`src/fib_pkg.sv`:
```
// Shared constants, types and helpers for the fetch instruction buffer.
package fib_pkg;

  // Ring depth must be a multiple of the lane count, and the lane count a power of two.
  localparam int BUFFER_DEPTH = 16;
  localparam int LANES        = 4;
  localparam int LANE_FIELDS  = 4;
  localparam int NUM_LANES    = (LANES < LANE_FIELDS) ? LANES : LANE_FIELDS;

  localparam int PTR_W     = $clog2(BUFFER_DEPTH);
  localparam int OCC_W     = $clog2(BUFFER_DEPTH + 1);
  localparam int SUM_W     = OCC_W + 1;
  localparam int LANE_W    = (NUM_LANES > 1) ? $clog2(NUM_LANES) : 1;
  localparam int ROW_DEPTH = BUFFER_DEPTH / NUM_LANES;
  localparam int ROW_W     = (ROW_DEPTH > 1) ? $clog2(ROW_DEPTH) : 1;

  localparam int ENTRY_W     = 64;
  localparam int PC_W        = 32;
  localparam int CNT_W       = 3;
  localparam int CFG_W       = 3;
  localparam int APB_DATA_W  = 32;
  localparam int APB_ADDR_W  = 3;

  typedef logic [ENTRY_W-1:0] entry_t;

  typedef enum logic [0:0] {
    CFG_IN_WIDTH  = 1'b0,
    CFG_OUT_WIDTH = 1'b1
  } cfg_reg_t;

  // Control fields of one accepted word.
  typedef struct packed {
    logic             flush;
    logic             ack_valid;
    logic [CNT_W-1:0] taken_count;
    logic             in_valid;
    logic [CNT_W-1:0] in_count;
    logic             out_stalled;
  } item_ctl_t;

  // Result control handed from the ring controller to the output stage.
  typedef struct packed {
    logic              replay_valid;
    logic [PC_W-1:0]   replay_pc;
    logic              pres_valid;
    logic [CNT_W-1:0]  pres_count;
    logic [LANE_W-1:0] head_bank;
  } pres_info_t;

  // Pointer plus offset, wrapped at the ring depth.
  function automatic logic [PTR_W-1:0] wrap_add(input logic [PTR_W-1:0] a,
                                                input logic [OCC_W-1:0] b);
    logic [SUM_W-1:0] sum;
    sum = SUM_W'(a) + SUM_W'(b);
    if (sum >= SUM_W'(BUFFER_DEPTH)) begin
      sum = sum - SUM_W'(BUFFER_DEPTH);
    end
    return PTR_W'(sum);
  endfunction

endpackage

```
`src/fib_ram.sv`:
```
// Simple dual-port RAM bank with a registered, enabled read port.
module fib_ram #(
  parameter int DEPTH = 4,
  parameter int WIDTH = 64
) (
  input  logic                     clk,
  input  logic                     we,
  input  logic [$clog2(DEPTH)-1:0] waddr,
  input  logic [WIDTH-1:0]         wdata,
  input  logic                     re,
  input  logic [$clog2(DEPTH)-1:0] raddr,
  output logic [WIDTH-1:0]         rdata
);

  logic [WIDTH-1:0] mem [DEPTH];

  always_ff @(posedge clk) begin
    if (we) begin
      mem[waddr] <= wdata;
    end
  end

  always_ff @(posedge clk) begin
    if (re) begin
      rdata <= mem[raddr];
    end
  end

endmodule

```
`src/fib_ring_ctrl.sv`:
```
// Ring pointer state, pop/push/present arithmetic and bank addressing.
module fib_ring_ctrl (
  input  logic                                       clk,
  input  logic                                       rst_n,
  input  logic                                       move,
  input  fib_pkg::item_ctl_t                         item,
  input  fib_pkg::entry_t [fib_pkg::NUM_LANES-1:0]   entries,
  input  logic [fib_pkg::CFG_W-1:0]                  in_width,
  input  logic [fib_pkg::CFG_W-1:0]                  out_width,
  output logic [fib_pkg::NUM_LANES-1:0]              bank_we,
  output logic [fib_pkg::NUM_LANES-1:0][fib_pkg::ROW_W-1:0] bank_wrow,
  output fib_pkg::entry_t [fib_pkg::NUM_LANES-1:0]   bank_wdata,
  output logic [fib_pkg::NUM_LANES-1:0][fib_pkg::ROW_W-1:0] bank_rrow,
  output logic [fib_pkg::NUM_LANES-1:0]              bank_bypass,
  output fib_pkg::pres_info_t                        info
);

  logic [fib_pkg::PTR_W-1:0]  head_r, head_nxt;
  logic [fib_pkg::OCC_W-1:0]  occ_r, occ_nxt;

  logic [fib_pkg::OCC_W-1:0]  taken;
  logic [fib_pkg::OCC_W-1:0]  taken_req;
  logic [fib_pkg::PTR_W-1:0]  head_a;
  logic [fib_pkg::OCC_W-1:0]  occ_a;
  logic [fib_pkg::OCC_W-1:0]  room;
  logic                       fits;
  logic [fib_pkg::OCC_W-1:0]  lane_cnt;
  logic [fib_pkg::OCC_W-1:0]  push;
  logic [fib_pkg::OCC_W-1:0]  occ_b;
  logic [fib_pkg::PTR_W-1:0]  tail;
  logic [fib_pkg::OCC_W-1:0]  pres_lim;
  logic [fib_pkg::LANE_W-1:0] tail_bank;
  logic [fib_pkg::LANE_W-1:0] head_bank;

  always_comb begin
    // Acknowledge pops saturate at the current occupancy.
    taken_req = fib_pkg::OCC_W'(item.taken_count);
    if (!item.ack_valid) begin
      taken = '0;
    end else if (taken_req < occ_r) begin
      taken = taken_req;
    end else begin
      taken = occ_r;
    end
    head_a = fib_pkg::wrap_add(head_r, taken);
    occ_a  = occ_r - taken;

    room = fib_pkg::OCC_W'(fib_pkg::BUFFER_DEPTH) - occ_a;
    fits = (room >= fib_pkg::OCC_W'(in_width));

    if (fib_pkg::OCC_W'(item.in_count) < fib_pkg::OCC_W'(fib_pkg::NUM_LANES)) begin
      lane_cnt = fib_pkg::OCC_W'(item.in_count);
    end else begin
      lane_cnt = fib_pkg::OCC_W'(fib_pkg::NUM_LANES);
    end

    // A package that passes the room check but is bigger than the room left only pushes what fits.
    if (item.flush || !item.in_valid || !fits) begin
      push = '0;
    end else if (lane_cnt < room) begin
      push = lane_cnt;
    end else begin
      push = room;
    end

    occ_b     = occ_a + push;
    tail      = fib_pkg::wrap_add(head_a, occ_a);
    tail_bank = fib_pkg::LANE_W'(tail % fib_pkg::NUM_LANES);
    head_bank = fib_pkg::LANE_W'(head_a % fib_pkg::NUM_LANES);

    pres_lim = fib_pkg::OCC_W'(out_width);
    if (occ_b < pres_lim) begin
      pres_lim = occ_b;
    end
    if (fib_pkg::OCC_W'(fib_pkg::NUM_LANES) < pres_lim) begin
      pres_lim = fib_pkg::OCC_W'(fib_pkg::NUM_LANES);
    end

    info.replay_valid = !item.flush && item.in_valid && !fits;
    info.replay_pc    = info.replay_valid ? entries[0][fib_pkg::PC_W-1:0] : '0;
    info.pres_valid   = !item.flush && (occ_b != '0) && !item.out_stalled;
    info.pres_count   = info.pres_valid ? fib_pkg::CNT_W'(pres_lim) : '0;
    info.head_bank    = head_bank;

    if (item.flush) begin
      head_nxt = '0;
      occ_nxt  = '0;
    end else begin
      head_nxt = head_a;
      occ_nxt  = occ_b;
    end
  end

  // Consecutive ring slots fall in consecutive banks, so each bank sees at most
  // one write and one read per word.
  for (genvar b = 0; b < fib_pkg::NUM_LANES; b++) begin : g_bank
    logic [fib_pkg::LANE_W-1:0] wl;
    logic [fib_pkg::LANE_W-1:0] rl;
    logic [fib_pkg::PTR_W-1:0]  wslot;
    logic [fib_pkg::PTR_W-1:0]  rslot;

    assign wl    = fib_pkg::LANE_W'(b) - tail_bank;
    assign rl    = fib_pkg::LANE_W'(b) - head_bank;
    assign wslot = fib_pkg::wrap_add(tail, fib_pkg::OCC_W'(wl));
    assign rslot = fib_pkg::wrap_add(head_a, fib_pkg::OCC_W'(rl));

    assign bank_we[b]     = (fib_pkg::OCC_W'(wl) < push);
    assign bank_wrow[b]   = fib_pkg::ROW_W'(wslot / fib_pkg::NUM_LANES);
    assign bank_wdata[b]  = entries[wl];
    assign bank_rrow[b]   = fib_pkg::ROW_W'(rslot / fib_pkg::NUM_LANES);
    assign bank_bypass[b] = bank_we[b] && (bank_wrow[b] == bank_rrow[b]);
  end

  always_ff @(posedge clk) begin
    if (!rst_n) begin
      head_r <= '0;
      occ_r  <= '0;
    end else if (move) begin
      head_r <= head_nxt;
      occ_r  <= occ_nxt;
    end
  end

  a_occ_bound: assert property (@(posedge clk) disable iff (!rst_n)
    occ_r <= fib_pkg::OCC_W'(fib_pkg::BUFFER_DEPTH))
    else $error("occupancy exceeds ring depth");

  a_flush_empties: assert property (@(posedge clk) disable iff (!rst_n)
    (move && item.flush) |=> (occ_r == '0 && head_r == '0))
    else $error("flush did not empty the ring");

  a_replay_no_push: assert property (@(posedge clk) disable iff (!rst_n)
    (move && info.replay_valid) |=> (occ_r <= $past(occ_r)))
    else $error("rejected package changed occupancy upward");

  a_present_nonempty: assert property (@(posedge clk) disable iff (!rst_n)
    (move && info.pres_valid) |=> (occ_r != '0))
    else $error("entries presented from an empty ring");

endmodule

```
`src/fib_present.sv`:
```
// Output stage: result register, bank read-data steering and write bypass.
module fib_present (
  input  logic                                        clk,
  input  logic                                        rst_n,
  input  logic                                        move,
  input  logic                                        adv,
  input  fib_pkg::pres_info_t                         info,
  input  logic [fib_pkg::NUM_LANES-1:0]               bank_bypass,
  input  fib_pkg::entry_t [fib_pkg::NUM_LANES-1:0]    bank_wdata,
  input  fib_pkg::entry_t [fib_pkg::NUM_LANES-1:0]    bank_rdata,
  output logic                                        valid,
  output logic                                        replay_valid,
  output logic [fib_pkg::PC_W-1:0]                    replay_pc,
  output logic                                        pres_valid,
  output logic [fib_pkg::CNT_W-1:0]                   pres_count,
  output fib_pkg::entry_t [fib_pkg::LANE_FIELDS-1:0]  lanes
);

  logic                                     valid_r, valid_nxt;
  fib_pkg::pres_info_t                      info_r;
  logic [fib_pkg::NUM_LANES-1:0]            bypass_r;
  fib_pkg::entry_t [fib_pkg::NUM_LANES-1:0] wdata_r;

  assign valid_nxt = adv ? move : valid_r;

  always_ff @(posedge clk) begin
    if (!rst_n) begin
      valid_r <= 1'b0;
    end else begin
      valid_r <= valid_nxt;
    end
  end

  always_ff @(posedge clk) begin
    if (move) begin
      info_r   <= info;
      bypass_r <= bank_bypass;
      wdata_r  <= bank_wdata;
    end
  end

  // An entry written in the same word as it is read comes from the write data.
  always_comb begin
    logic [fib_pkg::LANE_W-1:0] bank;
    lanes = '0;
    for (int j = 0; j < fib_pkg::NUM_LANES; j++) begin
      bank = fib_pkg::LANE_W'(info_r.head_bank + fib_pkg::LANE_W'(j));
      if (fib_pkg::CNT_W'(j) < info_r.pres_count) begin
        lanes[j] = bypass_r[bank] ? wdata_r[bank] : bank_rdata[bank];
      end
    end
  end

  assign valid        = valid_r;
  assign replay_valid = info_r.replay_valid;
  assign replay_pc    = info_r.replay_pc;
  assign pres_valid   = info_r.pres_valid;
  assign pres_count   = info_r.pres_count;

endmodule

```
`src/fetch_instruction_buffer_unit.sv`:
```
// Fetch instruction buffer top level: input register, ring banks, output stage, config.
// A word moves from the input register to the output register (2 stages), one word per cycle
// unless stalled; the four RAM banks take at most one write and one read each per word.
// Stalls on the result side hold both stages and back-pressure the input through in_stall.
// Synchronous active-low reset empties the ring and sets both widths to 4; entries stay unset.
module fetch_instruction_buffer_unit (
  input  logic                              clk,
  input  logic                              rst_n,

  input  logic                              in_valid,
  output logic                              in_stall,
  input  logic                              in_flush,
  input  logic                              in_ack_valid,
  input  logic [fib_pkg::CNT_W-1:0]         in_taken_count,
  input  logic                              in_in_valid,
  input  logic [fib_pkg::CNT_W-1:0]         in_in_count,
  input  logic [fib_pkg::ENTRY_W-1:0]       in_entry_zero,
  input  logic [fib_pkg::ENTRY_W-1:0]       in_entry_one,
  input  logic [fib_pkg::ENTRY_W-1:0]       in_entry_two,
  input  logic [fib_pkg::ENTRY_W-1:0]       in_entry_three,
  input  logic                              in_out_stalled,

  output logic                              out_valid,
  input  logic                              out_stall,
  output logic                              out_replay_valid,
  output logic [fib_pkg::PC_W-1:0]          out_replay_pc,
  output logic                              out_out_valid,
  output logic [fib_pkg::CNT_W-1:0]         out_out_count,
  output logic [fib_pkg::ENTRY_W-1:0]       out_out_zero,
  output logic [fib_pkg::ENTRY_W-1:0]       out_out_one,
  output logic [fib_pkg::ENTRY_W-1:0]       out_out_two,
  output logic [fib_pkg::ENTRY_W-1:0]       out_out_three,

  input  logic                              psel,
  input  logic                              penable,
  input  logic                              pwrite,
  input  logic [fib_pkg::APB_ADDR_W-1:0]    paddr,
  input  logic [fib_pkg::APB_DATA_W-1:0]    pwdata,
  output logic [fib_pkg::APB_DATA_W-1:0]    prdata,
  output logic                              pready
);

  logic [fib_pkg::CFG_W-1:0] in_width_r, in_width_nxt;
  logic [fib_pkg::CFG_W-1:0] out_width_r, out_width_nxt;
  fib_pkg::cfg_reg_t         cfg_sel;
  logic                      cfg_wr;

  logic                                        s1_valid_r, s1_valid_nxt;
  fib_pkg::item_ctl_t                          s1_item_r;
  fib_pkg::entry_t [fib_pkg::LANE_FIELDS-1:0]  s1_entries_r;
  fib_pkg::item_ctl_t                          in_item;
  fib_pkg::entry_t [fib_pkg::LANE_FIELDS-1:0]  in_entries;
  logic                                        in_take;
  logic                                        adv;
  logic                                        move;
  logic                                        s2_valid;

  logic [fib_pkg::NUM_LANES-1:0]                     bank_we;
  logic [fib_pkg::NUM_LANES-1:0][fib_pkg::ROW_W-1:0] bank_wrow;
  fib_pkg::entry_t [fib_pkg::NUM_LANES-1:0]          bank_wdata;
  logic [fib_pkg::NUM_LANES-1:0][fib_pkg::ROW_W-1:0] bank_rrow;
  logic [fib_pkg::NUM_LANES-1:0]                     bank_bypass;
  fib_pkg::entry_t [fib_pkg::NUM_LANES-1:0]          bank_rdata;
  fib_pkg::pres_info_t                               info;
  fib_pkg::entry_t [fib_pkg::LANE_FIELDS-1:0]        out_lanes;

  // Configuration registers.
  assign pready  = 1'b1;
  assign cfg_wr  = psel && penable && pwrite;
  assign cfg_sel = fib_pkg::cfg_reg_t'(paddr[2]);

  always_comb begin
    in_width_nxt  = in_width_r;
    out_width_nxt = out_width_r;
    prdata        = '0;
    case (cfg_sel)
      fib_pkg::CFG_IN_WIDTH: begin
        prdata = fib_pkg::APB_DATA_W'(in_width_r);
        if (cfg_wr) begin
          in_width_nxt = pwdata[fib_pkg::CFG_W-1:0];
        end
      end
      fib_pkg::CFG_OUT_WIDTH: begin
        prdata = fib_pkg::APB_DATA_W'(out_width_r);
        if (cfg_wr) begin
          out_width_nxt = pwdata[fib_pkg::CFG_W-1:0];
        end
      end
      default: begin
        prdata = '0;
      end
    endcase
  end

  always_ff @(posedge clk) begin
    if (!rst_n) begin
      in_width_r  <= fib_pkg::CFG_W'(4);
      out_width_r <= fib_pkg::CFG_W'(4);
    end else begin
      in_width_r  <= in_width_nxt;
      out_width_r <= out_width_nxt;
    end
  end

  // Input register and pipeline advance.
  assign adv      = !s2_valid || !out_stall;
  assign move     = s1_valid_r && adv;
  assign in_stall = s1_valid_r && !adv;
  assign in_take  = in_valid && !in_stall;

  assign in_item.flush       = in_flush;
  assign in_item.ack_valid   = in_ack_valid;
  assign in_item.taken_count = in_taken_count;
  assign in_item.in_valid    = in_in_valid;
  assign in_item.in_count    = in_in_count;
  assign in_item.out_stalled = in_out_stalled;
  assign in_entries[0]       = in_entry_zero;
  assign in_entries[1]       = in_entry_one;
  assign in_entries[2]       = in_entry_two;
  assign in_entries[3]       = in_entry_three;

  assign s1_valid_nxt = in_take ? 1'b1 : (move ? 1'b0 : s1_valid_r);

  always_ff @(posedge clk) begin
    if (!rst_n) begin
      s1_valid_r <= 1'b0;
    end else begin
      s1_valid_r <= s1_valid_nxt;
    end
  end

  always_ff @(posedge clk) begin
    if (in_take) begin
      s1_item_r    <= in_item;
      s1_entries_r <= in_entries;
    end
  end

  fib_ring_ctrl u_ctrl (
    .clk         (clk),
    .rst_n       (rst_n),
    .move        (move),
    .item        (s1_item_r),
    .entries     (s1_entries_r[fib_pkg::NUM_LANES-1:0]),
    .in_width    (in_width_r),
    .out_width   (out_width_r),
    .bank_we     (bank_we),
    .bank_wrow   (bank_wrow),
    .bank_wdata  (bank_wdata),
    .bank_rrow   (bank_rrow),
    .bank_bypass (bank_bypass),
    .info        (info)
  );

  for (genvar b = 0; b < fib_pkg::NUM_LANES; b++) begin : g_ram
    fib_ram #(
      .DEPTH (fib_pkg::ROW_DEPTH),
      .WIDTH (fib_pkg::ENTRY_W)
    ) u_ram (
      .clk   (clk),
      .we    (move && bank_we[b]),
      .waddr (bank_wrow[b]),
      .wdata (bank_wdata[b]),
      .re    (move),
      .raddr (bank_rrow[b]),
      .rdata (bank_rdata[b])
    );
  end

  fib_present u_present (
    .clk          (clk),
    .rst_n        (rst_n),
    .move         (move),
    .adv          (adv),
    .info         (info),
    .bank_bypass  (bank_bypass),
    .bank_wdata   (bank_wdata),
    .bank_rdata   (bank_rdata),
    .valid        (s2_valid),
    .replay_valid (out_replay_valid),
    .replay_pc    (out_replay_pc),
    .pres_valid   (out_out_valid),
    .pres_count   (out_out_count),
    .lanes        (out_lanes)
  );

  assign out_valid     = s2_valid;
  assign out_out_zero  = out_lanes[0];
  assign out_out_one   = out_lanes[1];
  assign out_out_two   = out_lanes[2];
  assign out_out_three = out_lanes[3];

endmodule

```
`config.mk`:
```
export PLATFORM = sky130hd
export DESIGN_NAME = fetch_instruction_buffer_unit
export DESIGN_NICKNAME = d
export VERILOG_FILES = /design/src/fib_pkg.sv /design/src/fib_ram.sv /design/src/fib_ring_ctrl.sv /design/src/fib_present.sv /design/src/fetch_instruction_buffer_unit.sv
export SDC_FILE = /design/constraint.sdc
export NUM_CORES = 2
export LEC_CHECK = 0
export BUFFER_PORTS_ARGS = -buffer_cell sky130_fd_sc_hd__buf_2
export CORE_MARGIN = 1
export CORE_UTILIZATION = 45
export DETAILED_ROUTE_END_ITERATION = 7
export GPL_TIMING_DRIVEN = 0
export HOLD_SLACK_MARGIN = 0.1
export SLEW_MARGIN = 20
export SYNTH_ARGS = -nofsm -noshare
export SYNTH_HDL_FRONTEND = slang
export SYNTH_HIERARCHICAL = 1
export SYNTH_SLANG_ARGS = --single-unit
```
`constraint.sdc`:
```
create_clock -name clk -period 17.1 [get_ports clk]
set_input_delay 1.71 -clock clk [delete_from_list [all_inputs] [get_ports clk]]
set_output_delay 1.71 -clock clk [all_outputs]
set_load 0.02 [all_outputs]
```
==> flow_metrics.py <==
metrics = {
    "power": {
        "pwr_density_cell_nw_per_um2": 127,
        "p_leak_nw": 36.3,
        "pwr-share-clk": 0.336,
        "switching_power_mw": 3.79,
        "p_comb_frac": 0.216,
        "ir_worst_vdd_mv": 0.111,
        "seqPwrFrac": 0.448,
        "p_sw_frac": 0.295,
        "intPower_mw": 9.05,
    },
    "placement": {
        "routabilityCongestion": 0.890,
        "post_dp_cell_area_sq_um": 94700,
        "io_buffer_count": 574,
        "place_ws_ns": 9.21,
        "place_hpwl_mm": 214,
    },
    "critical_path": {
        "crit_top_cell": "ha_1",
        "worst_path_max_delay_cell": "fa_1",
        "crit_path_start_kind": "register",
        "path_max_fanout": 7,
        "slowest_delay_ns": 0.67,
        "r2r_slack_ns": 9.14,
        "cp_data_arrival_time_ns": 8.49,
        "critPathCaptureType": "register",
        "cp.required_ns": 17.63,
        "worst-setup-path-type": "register to register",
    },
    "clock_tree": {
        "root_buffer": "clkbuf_16",
        "cts_hold_buf": 0,
        "path_clk_slew_ns": 0.06,
        "cts_made_buffers": 198,
        "cts_repair_resize_count": 0,
        "post_cts_buffers": 0,
        "cts_sinks": 1862,
        "htreeDepth": 4,
        "clk_latency_ns": 0.84,
        "clockBufferDepth": 3,
        "cts_tree": "yes",
    },
    "floorplanning": {
        "die_w_um": 440,
        "die_h_um": 440,
        "io_pins": 636,
        "fp.dieArea_sq_um": 194000,
        "placementRows": 160,
        "coreArea_sq_um": 190000,
        "initial_utilization": 0.454,
    },
    "synthesis": {
        "synth_cell_types": 71,
        "syn-instance-count": 4514,
        "syn_area_per_cell_sq_um": 19.1,
        "synthesis.area_sq_um": 86400,
        "ys_warn_count": 6,
        "synth_seq_cells": 1862,
        "async_flop_share": 0,
        "synth-edff-count": 1845,
        "synth-main-ff-cell": "edfxtp_1",
        "seq_area_frac_synth": 0.645,
    },
    "detailed_routing": {
        "via_per_inst": 6.49,
        "drtIter0Drc": 6933,
        "antenna_left": 0,
        "wirelength_mm": 310,
        "vias": 52636,
        "wl_per_cell_um": 38.1,
        "drc_errors": 0,
        "dr.pass1.iters": 6,
    },
    "sta": {
        "period_minus_slack_ns": 7.96,
        "worstMarginPinSlew_ns": 1.40,
        "hold_slack_ns": 0.478,
        "drv_slew": 0,
        "setup_viol": 0,
        "timing.final.crit_share": 0.466,
        "fmax_mhz": 126,
        "skew_ns": 0.0305,
        "hold_viol": 0,
        "setup_slack_ns": 9.14,
        "rsz0062_at_grt": "no",
        "slew_headroom": 0.0693,
    },
    "global_route": {
        "grtUsageTotal": 0.316,
        "antenna_found_initial": 7,
        "gr-total-overflow": 0,
        "grt_pass1_vias": 51283,
        "grt_pass1_wl_mm": 415,
        "grt_max_degree": 48,
    },
    "worst_hold_path": {
        "min_path_type": "register to register",
    },
    "status": {
        "outcome": "completed",
    },
    "job": {
        "maxCapViolations": 0,
    },
    "cells_and_area": {
        "layout.nets": 5781,
        "drive_above_1_share": 0.355,
        "design_area_sq_um": 101000,
        "fin_util": 0.531,
        "synthToLayoutAreaGrowth_pct": 17.0,
    },
}
[Yosys cell counts (43+ instances only)]
cell / count / area share
mux4_2: 638 / 0.17
nor2_1: 174 / 0.0076
a21oi_1: 51 / 0.0030
nand2_1: 94 / 0.0041
edfxtp_1: 1845 / 0.64
a211oi_1: 43 / 0.0037
nor2b_1: 86 / 0.0062
buf_4: 110 / 0.0096
o221ai_1: 81 / 0.0082
mux2i_1: 837 / 0.097
clkbuf_1: 81 / 0.0035
buf_2: 99 / 0.0057
[final timing paths]
kind,startpoint,endpoint,depth (start not counted)
max reg2reg,u_ctrl/occ_r[1],g_ram[1].u_ram/mem[0][29],33
min reg2reg,out_width_r[1],out_width_r[1],2
max,u_ctrl/occ_r[1],g_ram[1].u_ram/mem[0][29],33
min,out_width_r[1],out_width_r[1],2
[critical path, delay by kind of cell, from the launching register on]
kind / cells / cell delay, ns
AOI/OAI and AO/OA: 8 / 1.19
xor gates and xnor gates: 1 / 0.30
adders and majority gates: 6 / 2.01
buffers and inverters: 10 / 1.57
DFF: 1 / 0.43
muxes: 2 / 0.25
and+or+nand+nor: 6 / 1.87
[stage by stage]
step / instances / setup TNS, ns / power (mW)
after floorplan: 4542 / 0 / 7.44
after global placement: 7627 / -5703.60 / 8.56
after detailed placement: 7743 / 0 / 8.57
after CTS: 8108 / 0 / 12.8
after global routing: 8110 / 0 / 13.1
final: 8116 / 0 / 12.8
[flip-flops by register name (all words and copies together) (netlist names)]
signal                  flops
u_present/bypass_r          4
u_present/pres_valid        1
u_present/valid             1
s1_item_r                  10
u_present/replay_valid      1
s1_entries_r              256
u_present/replay_pc        32
u_present/pres_count        3
u_present/wdata_r         256
g_ram.u_ram/mem          1024
g_ram.u_ram/rdata         256
u_present/info_r            2
u_ctrl/occ_r                5
out_width_r                 3
s1_valid_r                  1
u_ctrl/head_r               4
in_width_r                  3
[cell usage in the layout (no fill, tap or decap), types with 16 or more instances in the layout]
cell | synthesis | final
mux4_2 | 638 | 638
ha_1 | 35 | 35
nor2b_1 | 86 | 85
inv_1 | 26 | 26
clkinv_1 | 0 | 32
buf_12 | 25 | 55
dfxtp_1 | 17 | 17
edfxtp_1 | 1845 | 1845
buf_4 | 110 | 150
clkbuf_2 | 5 | 35
clkbuf_16 | 0 | 200
clkinv_2 | 0 | 40
a211oi_1 | 43 | 43
o221ai_1 | 81 | 81
conb_1 | 4 | 32
buf_2 | 99 | 693
buf_6 | 28 | 41
bufinv_16 | 0 | 19
mux4_1 | 16 | 16
a21oi_1 | 51 | 50
clkbuf_1 | 81 | 95
and2_1 | 38 | 37
nor2_1 | 174 | 172
buf_16 | 0 | 31
nand2_1 | 94 | 94
mux2i_1 | 837 | 837
[layer usage]
metal / part of all wire / global-route usage / vias to the layer above
met5: 0.000042 / 0 / -
met4: 0.072 / 0.194 / 2
met3: 0.10 / 0.0724 / 725
met2: 0.46 / 0.487 / 3634
met1: 0.37 / 0.409 / 27760
li1: - / - / 20515
[layout make-up]
type,instances,area (sq um)
Fill cell,15194,89200
Sequential cell,1862,55700
Multi-Input combinational cell,2278,28300
Clock buffer,248,5230
Timing Repair Buffer,692,4790
Tap cell,2511,3140
Buffer,375,2650
Clock inverter,117,1220
Inverter,27,101
Antenna cell,6,15.0
[power groups by stage]
stage          Clock, mW  Sequential, mW  Combinational (mW)
6_report            4.31            5.75                2.77
4_1_cts             4.35            5.75                2.74
3_3_place_gp           0            5.96                2.61
2_1_floorplan          0            5.83                1.60
5_1_grt             4.52            5.78                2.85
3_5_place_dp           0            5.84                2.73
[cell families (layout without fill, tap and decap cells)]
logic type / after synthesis / count (layout) / share of synthesized area
AO/OA/AOI/OAI: 228 / 228 / 0.0197
XOR/XNOR: 25 / 25 / 0.00320
adder cells (fa/ha/maj): 39 / 39 / 0.00599
buffers and inverters: 402 / 1459 / 0.0311
flip-flops: 1862 / 1862 / 0.645
multiplexers: 1496 / 1496 / 0.269
other: 4 / 38 / 0.000174
AND/OR/NAND/NOR: 458 / 458 / 0.0262
(Power assumes the default switching activity.)
